### src/design/twada_pkg.sv
package twada_pkg;

    // Defaults for the top-level parameters
    localparam int SAMPLE_BITS_DEF = 16;
    localparam int FRAC_BITS_DEF   = 16;

    // Fixed field and register widths
    localparam int TIME_W  = 32;
    localparam int AVG_W   = 32;
    localparam int WIN_W   = 16;
    localparam int THR_W   = 10;
    localparam int PEAK_W  = 15;
    localparam int DEV_W   = 16;

    // Configuration port
    localparam int CFG_IDX_W  = 2;
    localparam int CFG_DATA_W = 16;
    localparam logic [CFG_IDX_W-1:0] CFG_WINDOW    = 2'd0;
    localparam logic [CFG_IDX_W-1:0] CFG_THRESHOLD = 2'd1;
    localparam logic [CFG_IDX_W-1:0] CFG_PEAK      = 2'd2;

    localparam logic [WIN_W-1:0]  WIN_RST  = 16'd20;
    localparam logic [THR_W-1:0]  THR_RST  = 10'd5;
    localparam logic [PEAK_W-1:0] PEAK_RST = 15'd0;

    // Arithmetic constants
    localparam longint AVG_MAX = 64'sd2147483647;
    localparam longint AVG_MIN = -64'sd2147483648;
    localparam logic [PEAK_W-1:0] PEAK_MAX = 15'h7fff;
    localparam logic [DEV_W-1:0]  DEV_MAX  = 16'h7fff;
    localparam logic [DEV_W-1:0]  DEV_MIN  = 16'h8000;
    localparam int DEV_SCALE    = 100;
    localparam int PEAK_DET_DIV = 20;
    localparam int PEAK_SET_DIV = 10;

    // Peak divide by ten: x / 10 == (x * PEAK_RECIP) >> PEAK_RECIP_SH for x < 2^19
    localparam int PEAK_SAT_IN   = 327670;   // 10 * 32767; at or above this the peak saturates
    localparam int PEAK_RECIP    = 419431;   // ceil(2^22 / 10)
    localparam int PEAK_RECIP_SH = 22;
    localparam int PK_X_W        = 19;
    localparam int PK_P_W        = 38;

    // Shared divider: dividend up to |diff| * gap < 2^48, divisor up to 2^31
    localparam int MUL_B_W   = 16;
    localparam int DIV_N     = 48;
    localparam int DIV_D     = 32;
    localparam int DIV_CW    = 6;
    localparam int DEV_NUM_W = 39;   // (2^32 - 1) * 100 < 2^39
    localparam int PTHR_W    = 21;

    typedef struct packed {
        logic              start;
        logic [DIV_N-1:0]  dividend;
        logic [DIV_D-1:0]  divisor;
        logic [DIV_CW-1:0] steps;
    } t_div_req;

    typedef struct packed {
        logic             busy;
        logic             done;
        logic [DIV_N-1:0] quotient;
    } t_div_rsp;

    typedef enum logic [3:0] {
        S_IDLE,
        S_PEAK,
        S_PEAK_DIV,
        S_AVG,
        S_AVG_MUL,
        S_AVG_DIV,
        S_AVG_WAIT,
        S_DEV,
        S_DEV_MUL,
        S_DEV_DIV,
        S_DEV_WAIT,
        S_FIN
    } t_state;

endpackage

### src/design/twada_if.sv
interface twada_smp_if
    import twada_pkg::*;
#(
    parameter int SAMPLE_BITS = SAMPLE_BITS_DEF
) ();
    logic                          valid;
    logic                          ready;
    logic [TIME_W-1:0]             sample_time;
    logic signed [SAMPLE_BITS-1:0] sample_value;

    modport source (output valid, sample_time, sample_value, input ready);
    modport sink   (input valid, sample_time, sample_value, output ready);
endinterface

interface twada_res_if
    import twada_pkg::*;
();
    logic                    valid;
    logic                    ready;
    logic signed [AVG_W-1:0] average_value;
    logic signed [DEV_W-1:0] deviation_percent;
    logic [PEAK_W-1:0]       alarm_level;

    modport source (output valid, average_value, deviation_percent, alarm_level, input ready);
    modport sink   (input valid, average_value, deviation_percent, alarm_level, output ready);
endinterface

### src/design/twada_div.sv
module twada_div
    import twada_pkg::*;
(
    input  logic     i_clk,
    input  logic     i_rst_n,
    input  t_div_req i_req,
    output t_div_rsp o_rsp
);

    logic [DIV_N-1:0]  r_quo;
    logic [DIV_D-1:0]  r_rem;
    logic [DIV_D-1:0]  r_dvs;
    logic [DIV_CW-1:0] r_cnt;
    logic              r_busy;
    logic              r_done;

    logic [DIV_D:0]   rem_sh;
    logic [DIV_D+1:0] trial;
    logic             ge;

    // One restoring step per cycle; quotient bits shift in as dividend bits shift out
    always_comb begin
        rem_sh = {r_rem, r_quo[DIV_N-1]};
        trial  = {1'b0, rem_sh} - {2'b00, r_dvs};
        ge     = !trial[DIV_D+1];
    end

    always_ff @(posedge i_clk) begin
        if (!i_rst_n) begin
            r_busy <= 1'b0;
            r_done <= 1'b0;
            r_cnt  <= '0;
        end else begin
            r_done <= 1'b0;
            if (i_req.start) begin
                r_busy <= 1'b1;
                r_cnt  <= i_req.steps;
            end else if (r_busy) begin
                r_cnt <= r_cnt - DIV_CW'(1);
                if (r_cnt == DIV_CW'(1)) begin
                    r_busy <= 1'b0;
                    r_done <= 1'b1;
                end
            end
        end
    end

    always_ff @(posedge i_clk) begin
        if (i_req.start) begin
            r_quo <= i_req.dividend;
            r_rem <= '0;
            r_dvs <= i_req.divisor;
        end else if (r_busy) begin
            r_quo <= {r_quo[DIV_N-2:0], ge};
            r_rem <= ge ? trial[DIV_D-1:0] : rem_sh[DIV_D-1:0];
        end
    end

    assign o_rsp.busy     = r_busy;
    assign o_rsp.done     = r_done;
    assign o_rsp.quotient = r_quo;

endmodule

### src/design/time_weighted_average_deviation_alarm_core.sv
// Time-weighted average with deviation alarm. Each sample transaction carries a timestamp
// and a signed value; the block returns one result transaction with the new Q.FRAC_BITS
// running average, the truncated percent deviation of the sample from that average and
// the alarm level (fixed or auto-tracked peak, or zero when the deviation does not exceed
// the threshold). The divisions by the window and by the average run on a single shared
// divider that retires one quotient bit per cycle; the peak's divide by ten is a reciprocal
// multiply in its own state. The shortest item has the average loaded, a zero average and no
// peak update; the longest has a peak update, an average blend with 48 divider steps and a
// deviation with 39 steps. The sample port is not ready while an item is in progress. A
// finished result sits in an output register, so the next sample is taken while it waits.
// Configuration writes take effect at once and are meant for idle periods.
module time_weighted_average_deviation_alarm_core
    import twada_pkg::*;
#(
    parameter int SAMPLE_BITS = SAMPLE_BITS_DEF,
    parameter int FRAC_BITS   = FRAC_BITS_DEF
) (
    input  logic                  i_clk,
    input  logic                  i_rst_n,
    twada_smp_if.sink             i_smp,
    twada_res_if.source           o_res,
    input  logic                  i_cfg_we,
    input  logic [CFG_IDX_W-1:0]  i_cfg_idx,
    input  logic [CFG_DATA_W-1:0] i_cfg_data
);

    localparam int SX = SAMPLE_BITS + FRAC_BITS;
    localparam int SW = (SX > AVG_W + 1) ? SX : AVG_W + 1;
    localparam int PW = ((SAMPLE_BITS > PTHR_W) ? SAMPLE_BITS : PTHR_W) + 1;

    // Configuration
    logic [WIN_W-1:0]  r_win;
    logic [THR_W-1:0]  r_thr;
    logic [PEAK_W-1:0] r_fpk;

    // Block state
    t_state                  r_state, n_state;
    logic [TIME_W-1:0]       r_prev;
    logic signed [AVG_W-1:0] r_avg;
    logic                    r_primed;
    logic [PEAK_W-1:0]       r_tp;

    // Per-item working registers
    logic [TIME_W-1:0]             r_t;
    logic signed [SAMPLE_BITS-1:0] r_y;
    logic signed [AVG_W-1:0]       r_s;
    logic                          r_load;
    logic [WIN_W-1:0]              r_gap;
    logic                          r_neg;
    logic [AVG_W-1:0]              r_mag;
    logic [DIV_N-1:0]              r_prod;
    logic signed [DEV_W-1:0]       r_dev;

    // Output register
    logic                    r_out_valid;
    logic signed [AVG_W-1:0] r_out_avg;
    logic signed [DEV_W-1:0] r_out_dev;
    logic [PEAK_W-1:0]       r_out_lvl;

    t_div_req div_req;
    t_div_rsp div_rsp;

    logic                    in_acc;
    logic                    out_load;
    logic signed [SW-1:0]    y_shift;
    logic signed [AVG_W-1:0] s_sat;
    logic [TIME_W-1:0]       gap_full;
    logic                    load_c;
    logic [PTHR_W-1:0]       peak_thr;
    logic signed [PW-1:0]    y_pk;
    logic signed [PW-1:0]    thr_s;
    logic                    peak_hit;
    logic                    pk_sat;
    logic [PK_X_W-1:0]       pk_x;
    logic [PK_P_W-1:0]       pk_prod;
    logic [PEAK_W-1:0]       pk_new;
    logic signed [AVG_W-1:0] sub_a;
    logic signed [AVG_W-1:0] sub_b;
    logic signed [AVG_W:0]   diff;
    logic [AVG_W-1:0]        mag_c;
    logic [MUL_B_W-1:0]      mul_b;
    logic [DIV_N-1:0]        mul_p;
    logic [AVG_W-1:0]        q_avg;
    logic signed [AVG_W+1:0] q_s;
    logic signed [AVG_W+1:0] avg_sum;
    logic [AVG_W-1:0]        avg_abs;
    logic [DIV_N-1:0]        q_dev;
    logic signed [DEV_W-1:0] dev_sat;
    logic [PEAK_W-1:0]       lvl_sel;
    logic                    alarm;

    twada_div u_div (
        .i_clk   (i_clk),
        .i_rst_n (i_rst_n),
        .i_req   (div_req),
        .o_rsp   (div_rsp)
    );

    assign in_acc   = i_smp.valid && (r_state == S_IDLE);
    assign out_load = (r_state == S_FIN) && (!r_out_valid || o_res.ready);

    always_comb begin
        // scaled sample, saturated to the signed 32-bit range
        y_shift = SW'(r_y) <<< FRAC_BITS;
        if (y_shift > SW'(AVG_MAX)) begin
            s_sat = AVG_W'(AVG_MAX);
        end else if (y_shift < SW'(AVG_MIN)) begin
            s_sat = AVG_W'(AVG_MIN);
        end else begin
            s_sat = y_shift[AVG_W-1:0];
        end

        gap_full = r_t - r_prev;
        load_c   = (r_t == '0) || !r_primed || (gap_full >= TIME_W'(r_win));

        // sample/20 > peak  <=>  sample >= 20 * (peak + 1)
        peak_thr = PTHR_W'((PTHR_W'(r_tp) + PTHR_W'(1)) * PTHR_W'(PEAK_DET_DIV));
        y_pk     = PW'(r_y);
        thr_s    = PW'(peak_thr);
        peak_hit = (r_fpk == '0) && (y_pk >= thr_s);

        // new peak = sample/10, saturated; the sample is positive whenever this is used
        pk_sat  = (y_pk >= PW'(PEAK_SAT_IN));
        pk_x    = y_pk[PK_X_W-1:0];
        pk_prod = PK_P_W'(pk_x) * PK_P_W'(PEAK_RECIP);
        pk_new  = pk_sat ? PEAK_MAX : pk_prod[PEAK_RECIP_SH +: PEAK_W];

        if (r_state == S_AVG) begin
            sub_a = r_s;
            sub_b = r_avg;
        end else begin
            sub_a = r_avg;
            sub_b = r_s;
        end
        diff  = (AVG_W+1)'(sub_a) - (AVG_W+1)'(sub_b);
        mag_c = diff[AVG_W] ? AVG_W'(-diff) : diff[AVG_W-1:0];

        mul_b = (r_state == S_AVG_MUL) ? r_gap : MUL_B_W'(DEV_SCALE);
        mul_p = r_mag * mul_b;

        q_avg   = div_rsp.quotient[AVG_W-1:0];
        q_s     = r_neg ? -$signed({2'b00, q_avg}) : $signed({2'b00, q_avg});
        avg_sum = (AVG_W+2)'(r_avg) + q_s;

        avg_abs = r_avg[AVG_W-1] ? AVG_W'(-r_avg) : r_avg;

        q_dev = div_rsp.quotient;
        if (!r_avg[AVG_W-1]) begin
            dev_sat = (q_dev > DIV_N'(DEV_MAX)) ? DEV_MAX : q_dev[DEV_W-1:0];
        end else begin
            dev_sat = (q_dev > DIV_N'(DEV_MIN)) ? DEV_MIN : -q_dev[DEV_W-1:0];
        end

        lvl_sel = (r_fpk != '0) ? r_fpk : r_tp;
        alarm   = r_dev > $signed({{(DEV_W-THR_W){1'b0}}, r_thr});
    end

    // Sequencer
    always_ff @(posedge i_clk) begin
        if (!i_rst_n) begin
            r_state <= S_IDLE;
        end else begin
            r_state <= n_state;
        end
    end

    always_comb begin
        n_state          = r_state;
        div_req.start    = 1'b0;
        div_req.dividend = r_prod;
        div_req.divisor  = DIV_D'(r_win);
        div_req.steps    = DIV_CW'(DIV_N);
        unique case (r_state)
            S_IDLE: begin
                if (in_acc) begin
                    n_state = S_PEAK;
                end
            end
            S_PEAK: begin
                n_state = peak_hit ? S_PEAK_DIV : S_AVG;
            end
            S_PEAK_DIV: begin
                n_state = S_AVG;
            end
            S_AVG: begin
                n_state = r_load ? S_DEV : S_AVG_MUL;
            end
            S_AVG_MUL: begin
                n_state = S_AVG_DIV;
            end
            S_AVG_DIV: begin
                div_req.start = 1'b1;
                n_state       = S_AVG_WAIT;
            end
            S_AVG_WAIT: begin
                if (div_rsp.done) begin
                    n_state = S_DEV;
                end
            end
            S_DEV: begin
                n_state = (r_avg == '0) ? S_FIN : S_DEV_MUL;
            end
            S_DEV_MUL: begin
                n_state = S_DEV_DIV;
            end
            S_DEV_DIV: begin
                div_req.start    = 1'b1;
                div_req.dividend = r_prod << (DIV_N - DEV_NUM_W);
                div_req.divisor  = DIV_D'(avg_abs);
                div_req.steps    = DIV_CW'(DEV_NUM_W);
                n_state          = S_DEV_WAIT;
            end
            S_DEV_WAIT: begin
                if (div_rsp.done) begin
                    n_state = S_FIN;
                end
            end
            S_FIN: begin
                if (out_load) begin
                    n_state = S_IDLE;
                end
            end
            default: begin
                n_state = S_IDLE;
            end
        endcase
    end

    // Configuration and persistent state
    always_ff @(posedge i_clk) begin
        if (!i_rst_n) begin
            r_win       <= WIN_RST;
            r_thr       <= THR_RST;
            r_fpk       <= PEAK_RST;
            r_prev      <= '0;
            r_avg       <= '0;
            r_primed    <= 1'b0;
            r_tp        <= '0;
            r_out_valid <= 1'b0;
        end else begin
            if (i_cfg_we) begin
                unique case (i_cfg_idx)
                    CFG_WINDOW:    r_win <= i_cfg_data[WIN_W-1:0];
                    CFG_THRESHOLD: r_thr <= i_cfg_data[THR_W-1:0];
                    CFG_PEAK:      r_fpk <= i_cfg_data[PEAK_W-1:0];
                    default: ;
                endcase
            end
            if (r_state == S_PEAK) begin
                r_prev <= r_t;
            end
            if (r_state == S_PEAK_DIV) begin
                r_tp <= pk_new;
            end
            if (r_state == S_AVG && r_load) begin
                r_avg    <= r_s;
                r_primed <= 1'b1;
            end
            if (r_state == S_AVG_WAIT && div_rsp.done) begin
                r_avg <= avg_sum[AVG_W-1:0];
            end
            if (out_load) begin
                r_out_valid <= 1'b1;
            end else if (o_res.ready) begin
                r_out_valid <= 1'b0;
            end
        end
    end

    // Item datapath
    always_ff @(posedge i_clk) begin
        if (in_acc) begin
            r_t <= i_smp.sample_time;
            r_y <= SAMPLE_BITS'(i_smp.sample_value);
        end
        if (r_state == S_PEAK) begin
            r_s    <= s_sat;
            r_load <= load_c;
            r_gap  <= gap_full[WIN_W-1:0];
        end
        // hold sign and magnitude of the difference for the multiplier
        if ((r_state == S_AVG && !r_load) || (r_state == S_DEV && r_avg != '0)) begin
            r_neg <= diff[AVG_W];
            r_mag <= mag_c;
        end
        if (r_state == S_AVG_MUL || r_state == S_DEV_MUL) begin
            r_prod <= mul_p;
        end
        if (r_state == S_DEV && r_avg == '0) begin
            r_dev <= (r_s != '0) ? DEV_MAX : '0;
        end
        if (r_state == S_DEV_WAIT && div_rsp.done) begin
            r_dev <= dev_sat;
        end
        if (out_load) begin
            r_out_avg <= r_avg;
            r_out_dev <= r_dev;
            r_out_lvl <= alarm ? lvl_sel : '0;
        end
    end

    assign i_smp.ready             = (r_state == S_IDLE);
    assign o_res.valid             = r_out_valid;
    assign o_res.average_value     = r_out_avg;
    assign o_res.deviation_percent = r_out_dev;
    assign o_res.alarm_level       = r_out_lvl;

`ifndef SYNTHESIS
    a_div_start_free: assert property (@(posedge i_clk) disable iff (!i_rst_n)
        div_req.start |-> !div_rsp.busy)
        else $error("divider started while busy");

    a_div_done_expected: assert property (@(posedge i_clk) disable iff (!i_rst_n)
        div_rsp.done |-> (r_state == S_AVG_WAIT || r_state == S_DEV_WAIT))
        else $error("divider result with no state waiting for it");

    a_wait_has_div: assert property (@(posedge i_clk) disable iff (!i_rst_n)
        (r_state == S_AVG_WAIT || r_state == S_DEV_WAIT)
        |-> (div_rsp.busy || div_rsp.done))
        else $error("waiting on an idle divider");

    a_primed_sticky: assert property (@(posedge i_clk) disable iff (!i_rst_n)
        $past(i_rst_n) |-> !$fell(r_primed))
        else $error("primed flag dropped without reset");

    a_peak_update_src: assert property (@(posedge i_clk) disable iff (!i_rst_n)
        ($past(i_rst_n) && !$stable(r_tp)) |-> ($past(r_state) == S_PEAK_DIV))
        else $error("tracked peak changed outside its update step");
`endif

endmodule
### src/flat_wrapper.sv
// flat-port wrapper written by rule: the top's interface ports become plain ports
module time_weighted_average_deviation_alarm_core_flat import twada_pkg::*;
#(
    parameter int SAMPLE_BITS = SAMPLE_BITS_DEF,
    parameter int FRAC_BITS   = FRAC_BITS_DEF
)
  (i_clk, i_rst_n, i_cfg_we, i_cfg_idx, i_cfg_data, i_smp_valid, i_smp_sample_time, i_smp_sample_value, i_smp_ready, o_res_valid, o_res_average_value, o_res_deviation_percent, o_res_alarm_level, o_res_ready);
  twada_smp_if #(.SAMPLE_BITS(SAMPLE_BITS)) i_smp_i ();
  twada_res_if o_res_i ();
  input  logic i_clk;
  input  logic i_rst_n;
  input  logic i_cfg_we;
  input  logic [CFG_IDX_W-1:0] i_cfg_idx;
  input  logic [CFG_DATA_W-1:0] i_cfg_data;
  input wire logic [$bits(i_smp_i.valid)-1:0] i_smp_valid;
  input wire logic [$bits(i_smp_i.sample_time)-1:0] i_smp_sample_time;
  input wire logic [$bits(i_smp_i.sample_value)-1:0] i_smp_sample_value;
  output wire logic [$bits(i_smp_i.ready)-1:0] i_smp_ready;
  output wire logic [$bits(o_res_i.valid)-1:0] o_res_valid;
  output wire logic [$bits(o_res_i.average_value)-1:0] o_res_average_value;
  output wire logic [$bits(o_res_i.deviation_percent)-1:0] o_res_deviation_percent;
  output wire logic [$bits(o_res_i.alarm_level)-1:0] o_res_alarm_level;
  input wire logic [$bits(o_res_i.ready)-1:0] o_res_ready;
  assign i_smp_i.valid = i_smp_valid;
  assign i_smp_i.sample_time = i_smp_sample_time;
  assign i_smp_i.sample_value = i_smp_sample_value;
  assign i_smp_ready = i_smp_i.ready;
  assign o_res_valid = o_res_i.valid;
  assign o_res_average_value = o_res_i.average_value;
  assign o_res_deviation_percent = o_res_i.deviation_percent;
  assign o_res_alarm_level = o_res_i.alarm_level;
  assign o_res_i.ready = o_res_ready;
  time_weighted_average_deviation_alarm_core #(.SAMPLE_BITS(SAMPLE_BITS), .FRAC_BITS(FRAC_BITS)) u_core (.i_clk(i_clk), .i_rst_n(i_rst_n), .i_smp(i_smp_i), .o_res(o_res_i), .i_cfg_we(i_cfg_we), .i_cfg_idx(i_cfg_idx), .i_cfg_data(i_cfg_data));
endmodule
### config.mk
export PLATFORM = sky130hd
export DESIGN_NAME = time_weighted_average_deviation_alarm_core_flat
export DESIGN_NICKNAME = d
export VERILOG_FILES = /design/src/design/twada_pkg.sv /design/src/design/twada_if.sv /design/src/design/twada_div.sv /design/src/design/time_weighted_average_deviation_alarm_core.sv /design/src/flat_wrapper.sv
export SDC_FILE = /design/constraint.sdc
export NUM_CORES = 2
export LEC_CHECK = 0
export BUFFER_PORTS_ARGS = -buffer_cell sky130_fd_sc_hd__buf_2
export CORE_MARGIN = 4
export CORE_UTILIZATION = 30
export DETAILED_ROUTE_END_ITERATION = 12
export MAX_ROUTING_LAYER = met4
export SYNTH_ARGS = -nofsm -noshare
export SYNTH_HDL_FRONTEND = slang
export SYNTH_HIERARCHICAL = 1
export SYNTH_SLANG_ARGS = --single-unit
### constraint.sdc
create_clock -name i_clk -period 15.8 [get_ports i_clk]
set_input_delay 3.16 -clock i_clk [delete_from_list [all_inputs] [get_ports i_clk]]
set_output_delay 3.16 -clock i_clk [all_outputs]
set_load 0.01 [all_outputs]
# Yosys cells after proc, flatten, opt, wreduce, memory -nomap -nowiden
# Cells that the tools add are included.
# word_totals
output_inout_bits,65
inputBits,71
ram_bits,0
elab_cells,145
romBits,0
latchBits,0
ff_bits,503
memories,0
# classes
addsub,10
n_div,0
n_bitwise,2
magnitude_cmp,8
n_eq_ne,18
n_reduce_logical,37
shift,0
multipliers,3
mux,38
# op_table
op,count
two-way mux 32 bit,9
two-way mux 16 bit,6
two-way mux 48 bit,2
negator 32 bit,3
two-way mux 86 bit,1
logical NOT 32 bit,2
nonzero test 32 bit,2
greater-than comparator 48 x 15 -> 1 bit (second input constant),1
greater-than comparator 48 x 16 -> 1 bit (second input constant),1
multiplier 32 x 16 -> 48 bit,1
one-hot mux 4 bit (12 select lines),1
two-way mux 15 bit,3
multiplier 19 x 19 -> 37 bit (second input constant),1
subtractor 33 x 32 -> 34 bit,1
subtractor 32 x 32 -> 33 bit,1
adder 32 bit,1
greater-or-equal comparator 32 x 16 -> 1 bit,1
greater-than comparator 32 bit (second input constant),1
less-than comparator 32 bit (second input constant),1
subtractor 32 bit,1
greater-or-equal comparator 16 x 22 -> 1 bit,1
multiplier 21 x 3 -> 19 bit (second input constant),1
greater-or-equal comparator 16 x 20 -> 1 bit (second input constant),1
adder 15 x 1 -> 16 bit (second input constant),1
29 further kinds,72

# Logic depth before layout (Yosys ltp)
# depth
depth_word,6
mapped_depth,32
depth_no_buf,30

# Hierarchy
# The synthesis kept the hierarchy.
# by_module_without_submodules
mod,cells_each,area_each_um2,seq_area_each_um2,instances
time_weighted_average_deviation_alarm_core,4938,44253.7,9759.4,1
twada_div,621,6571.3,3203.1,1

# Least setup slack after synthesis
# OpenSTA, ideal clock, no wires.
# synth_timing
path_kind,input port to flip-flop
from,input o_res_ready
to,"register u_core.r_out_lvl[0], in the netlist u_core/o_res.alarm_level[0] (enable)"
path_stages,2
arrival_ns,7.541
t_required_ns,15.239
path_slack_ns,7.698
n_path_buf,0
setup_ns,0.561
path_cell_list,nor2b_1 > nor3_1
# synth_between
elab_chain_len,2
# synth_rtl
element,line_no,text
"start, declared",flat_wrapper.sv:23,input wire logic [$bits(o_res_i.ready)-1:0] o_res_ready;
logical OR 1 bit,time_weighted_average_deviation_alarm_core.sv:100,assign out_load = (r_state == S_FIN) && (!r_out_valid || o_res.ready);
logical AND 1 bit,time_weighted_average_deviation_alarm_core.sv:100,
net u_core.out_load,time_weighted_average_deviation_alarm_core.sv:64,logic out_load;
"end signal, assigned",time_weighted_average_deviation_alarm_core.sv:298,r_out_lvl <= alarm ? lvl_sel : '0;
"end, declared",time_weighted_average_deviation_alarm_core.sv:58,logic [PEAK_W-1:0] r_out_lvl;
# The timed path passes the listed nets, and every way through them passes these cells.
# A chain may end at the register's enable or synchronous reset.

# Worst setup path in the final report
# layout_timing
from,register u_core.r_state[2]
to,register u_core.r_prod[46] (data pin)
# layout_between
elab_chain_len,3
# layout_rtl
element,line_no,text
"start, declared",time_weighted_average_deviation_alarm_core.sv:37,"t_state r_state, n_state;"
"start signal, assigned",time_weighted_average_deviation_alarm_core.sv:163,r_state <= n_state;
== test 4 x 3 -> 1 bit,time_weighted_average_deviation_alarm_core.sv:138,mul_b = (r_state == S_AVG_MUL) ? r_gap : MUL_B_W'(DEV_SCALE);
two-way mux 16 bit,time_weighted_average_deviation_alarm_core.sv:138,
multiplier 32 x 16 -> 48 bit,time_weighted_average_deviation_alarm_core.sv:139,mul_p = r_mag * mul_b;
net u_core.mul_p[46],time_weighted_average_deviation_alarm_core.sv:82,logic [DIV_N-1:0] mul_p;
"end signal, assigned",time_weighted_average_deviation_alarm_core.sv:287,r_prod <= mul_p;
"end, declared",time_weighted_average_deviation_alarm_core.sv:51,logic [DIV_N-1:0] r_prod;
# The timed path passes the listed nets, and every way through them passes these cells.

==> run_results.csv <==
group,metric,value,unit
timing,report.final.slew_viol_count,0,
run_status,status,"complete, no violations",
timing,slew_headroom,10.3,%
final_layout,syn_to_final_growth,9.58,%
setup_path,path_common_cell,"fa_1",
drt,antenna_left,0,
floorplanning,die_h,420,µm
grt,grt_overflow,0,
final_layout,fin_area,55700,µm²
timing,hold_violations,0,
final_layout,top_regs,"u_core/r_prod x48, u_core/u_div/r_quo x48",
clock_network,tritoncts,"built",
drt,drt-total-wl,152,mm
clock_network,cts-resized-gates,0,
timing,period_needed,10.50,ns
setup_path,arrival,10.85,ns
hold_path,hp-class,"register to register",
floorplanning,initial_utilization,30.3,%
drt,vias,39293,
clock_network,cts.sinks,487,
placed_design,gp_congestion,0.940,
floorplanning,die_width,420,µm
setup_path,critPathBufInv,5,
power_and_ir_drop,ir_drop,261,µV
drt,avgRoutedWirePerCell,19.5,µm
clock_network,cts_buffers,55,
floorplanning,die-area,176000,µm²
drt,via_per_inst,5.04,
drt,drc,0,
setup_path,cp_top_family,"adder cells",
setup_path,crit_fanout,105,
logic_synthesis,syn-num-nets,6612,
clock_network,clockBufferDepth,3,
final_layout,layout_common_cells,"842 x inv_1, 783 x nand2_1, 541 x fa_1",
setup_path,slowest_delay,0.92,ns
grt,grt_pass1_vias,40547,
floorplanning,io_pins,136,
grt,grt_usage,17.8,%
timing,setup-tns-final,0,ns
grt,antenna_found_initial,7,
clock_network,post-cts-setup-buffers,0,
setup_path,cp.required,16.15,ns
logic_synthesis,syn-cell-area,50800,µm²
clock_network,clk_pin_slew,0.06,ns
final_layout,final_common_cell,"inv_1",
drt,drt_first_pass_iters,6,
power_and_ir_drop,leakagePower,25.2,nW
placed_design,placed_cell_area,53700,µm²
timing,rsz0062_at_grt,"false",
setup_path,start_kind,"register",
clock_network,postCtsHoldBufs,0,
setup_path,end_kind,"register",
drt,drt_iter0_drc,2970,
logic_synthesis,synth_cells,5558,
logic_synthesis,synth_area_per_cell,9.14,µm²
clock_network,htreeDepth,2,
timing,setup_viol,0,
flow_run,max_cap_viol_count,0,
timing,tightest_slew,1.35,ns
grt,grt_pass1_wl,238,mm
placed_design,dpl.hpwl,120,mm
grt,grt_max_degree,106,
setup_path,critPathKind,"register to register",
final_layout,layout.nets,6598,
timing,fin_skew,0.0951,ns
setup_path,cp_slowest_cell,"nand2b_1",
timing,fmax,0.0953,GHz
floorplanning,core,168000,µm²
clock_network,cts_root_buf,"clkbuf_16",
floorplanning,num_rows,150,
final_layout,drive_above_1_share,7.17,%
placed_design,io_buffers,135,
timing,timing.final.crit_share,66.4,%
clock_network,clock_latency,0.70,ns
power_and_ir_drop,power_density,127,nW/µm²
logic_synthesis,yosysWarnings,6,
## worst register-to-register path, delay by kind of cell, from the launching register on
| kind | cells | cell delay (ns) |
|---|---|---|
| AND/OR/NAND/NOR | 7 | 2.87 |
| flip-flops | 1 | 0.66 |
| XOR/XNOR | 1 | 0.09 |
| adder cells (fa/ha/maj) | 7 | 3.49 |
| AO/OA/AOI/OAI | 9 | 2.18 |
| buffers and inverters | 5 | 0.92 |
## per-layer routing
metal,routed length (µm),track usage [%],vias up
li1,-,-,18325
met1,63200,22.4,19479
met2,73000,29.3,1205
met3,8500,1.83,284
met4,7470,7.43,0
met5,0,-,-
## report_power, final
| group | switching [mW] | total, mW | internal (mW) |
|---|---|---|---|
| Clock | 0.579 | 1.40 | 0.819 |
| Sequential | 0.164 | 1.70 | 1.54 |
| Combinational | 2.30 | 3.96 | 1.66 |
## layout make-up
type	instances	area [µm²]
Fill cell	17348	112000
Multi-Input combinational cell	3965	33700
Sequential cell	487	13000
Inverter	847	3180
Tap cell	2204	2760
Clock buffer	62	1410
Timing Repair Buffer	188	1070
Clock inverter	42	581
Antenna cell	7	17.5
## path summary, 6_finish.rpt
path	startpoint	end	slack (ns)	depth (start not counted)
max reg2reg	u_core/r_state[2]	u_core/r_prod[46]	5.30	29
min reg2reg	u_core/r_prev[5]	u_core/r_prev[5]	0.45	2
max	u_core/r_state[2]	u_core/r_prod[46]	5.30	29
min	u_core/r_prev[5]	u_core/r_prev[5]	0.45	2
## stage by stage
step / std cells / hold slack, ns / setup WS, ns / utilization, % / power, mW
final: 7802 / 0.453 / 5.30 / 33.2 / 7.06
after global routing: 7799 / 0.469 / 4.74 / 33.2 / 7.79
after CTS: 7795 / 0.456 / 5.43 / 33.2 / 7.15
after detailed placement: 7691 / 0.447 / 5.51 / 32.0 / 5.70
after global placement: 7691 / 0.441 / 5.64 / 32.0 / 5.63
after floorplan: 5558 / 0.426 / 7.70 / - / 4.66
Power figures use the tool's default switching activity.
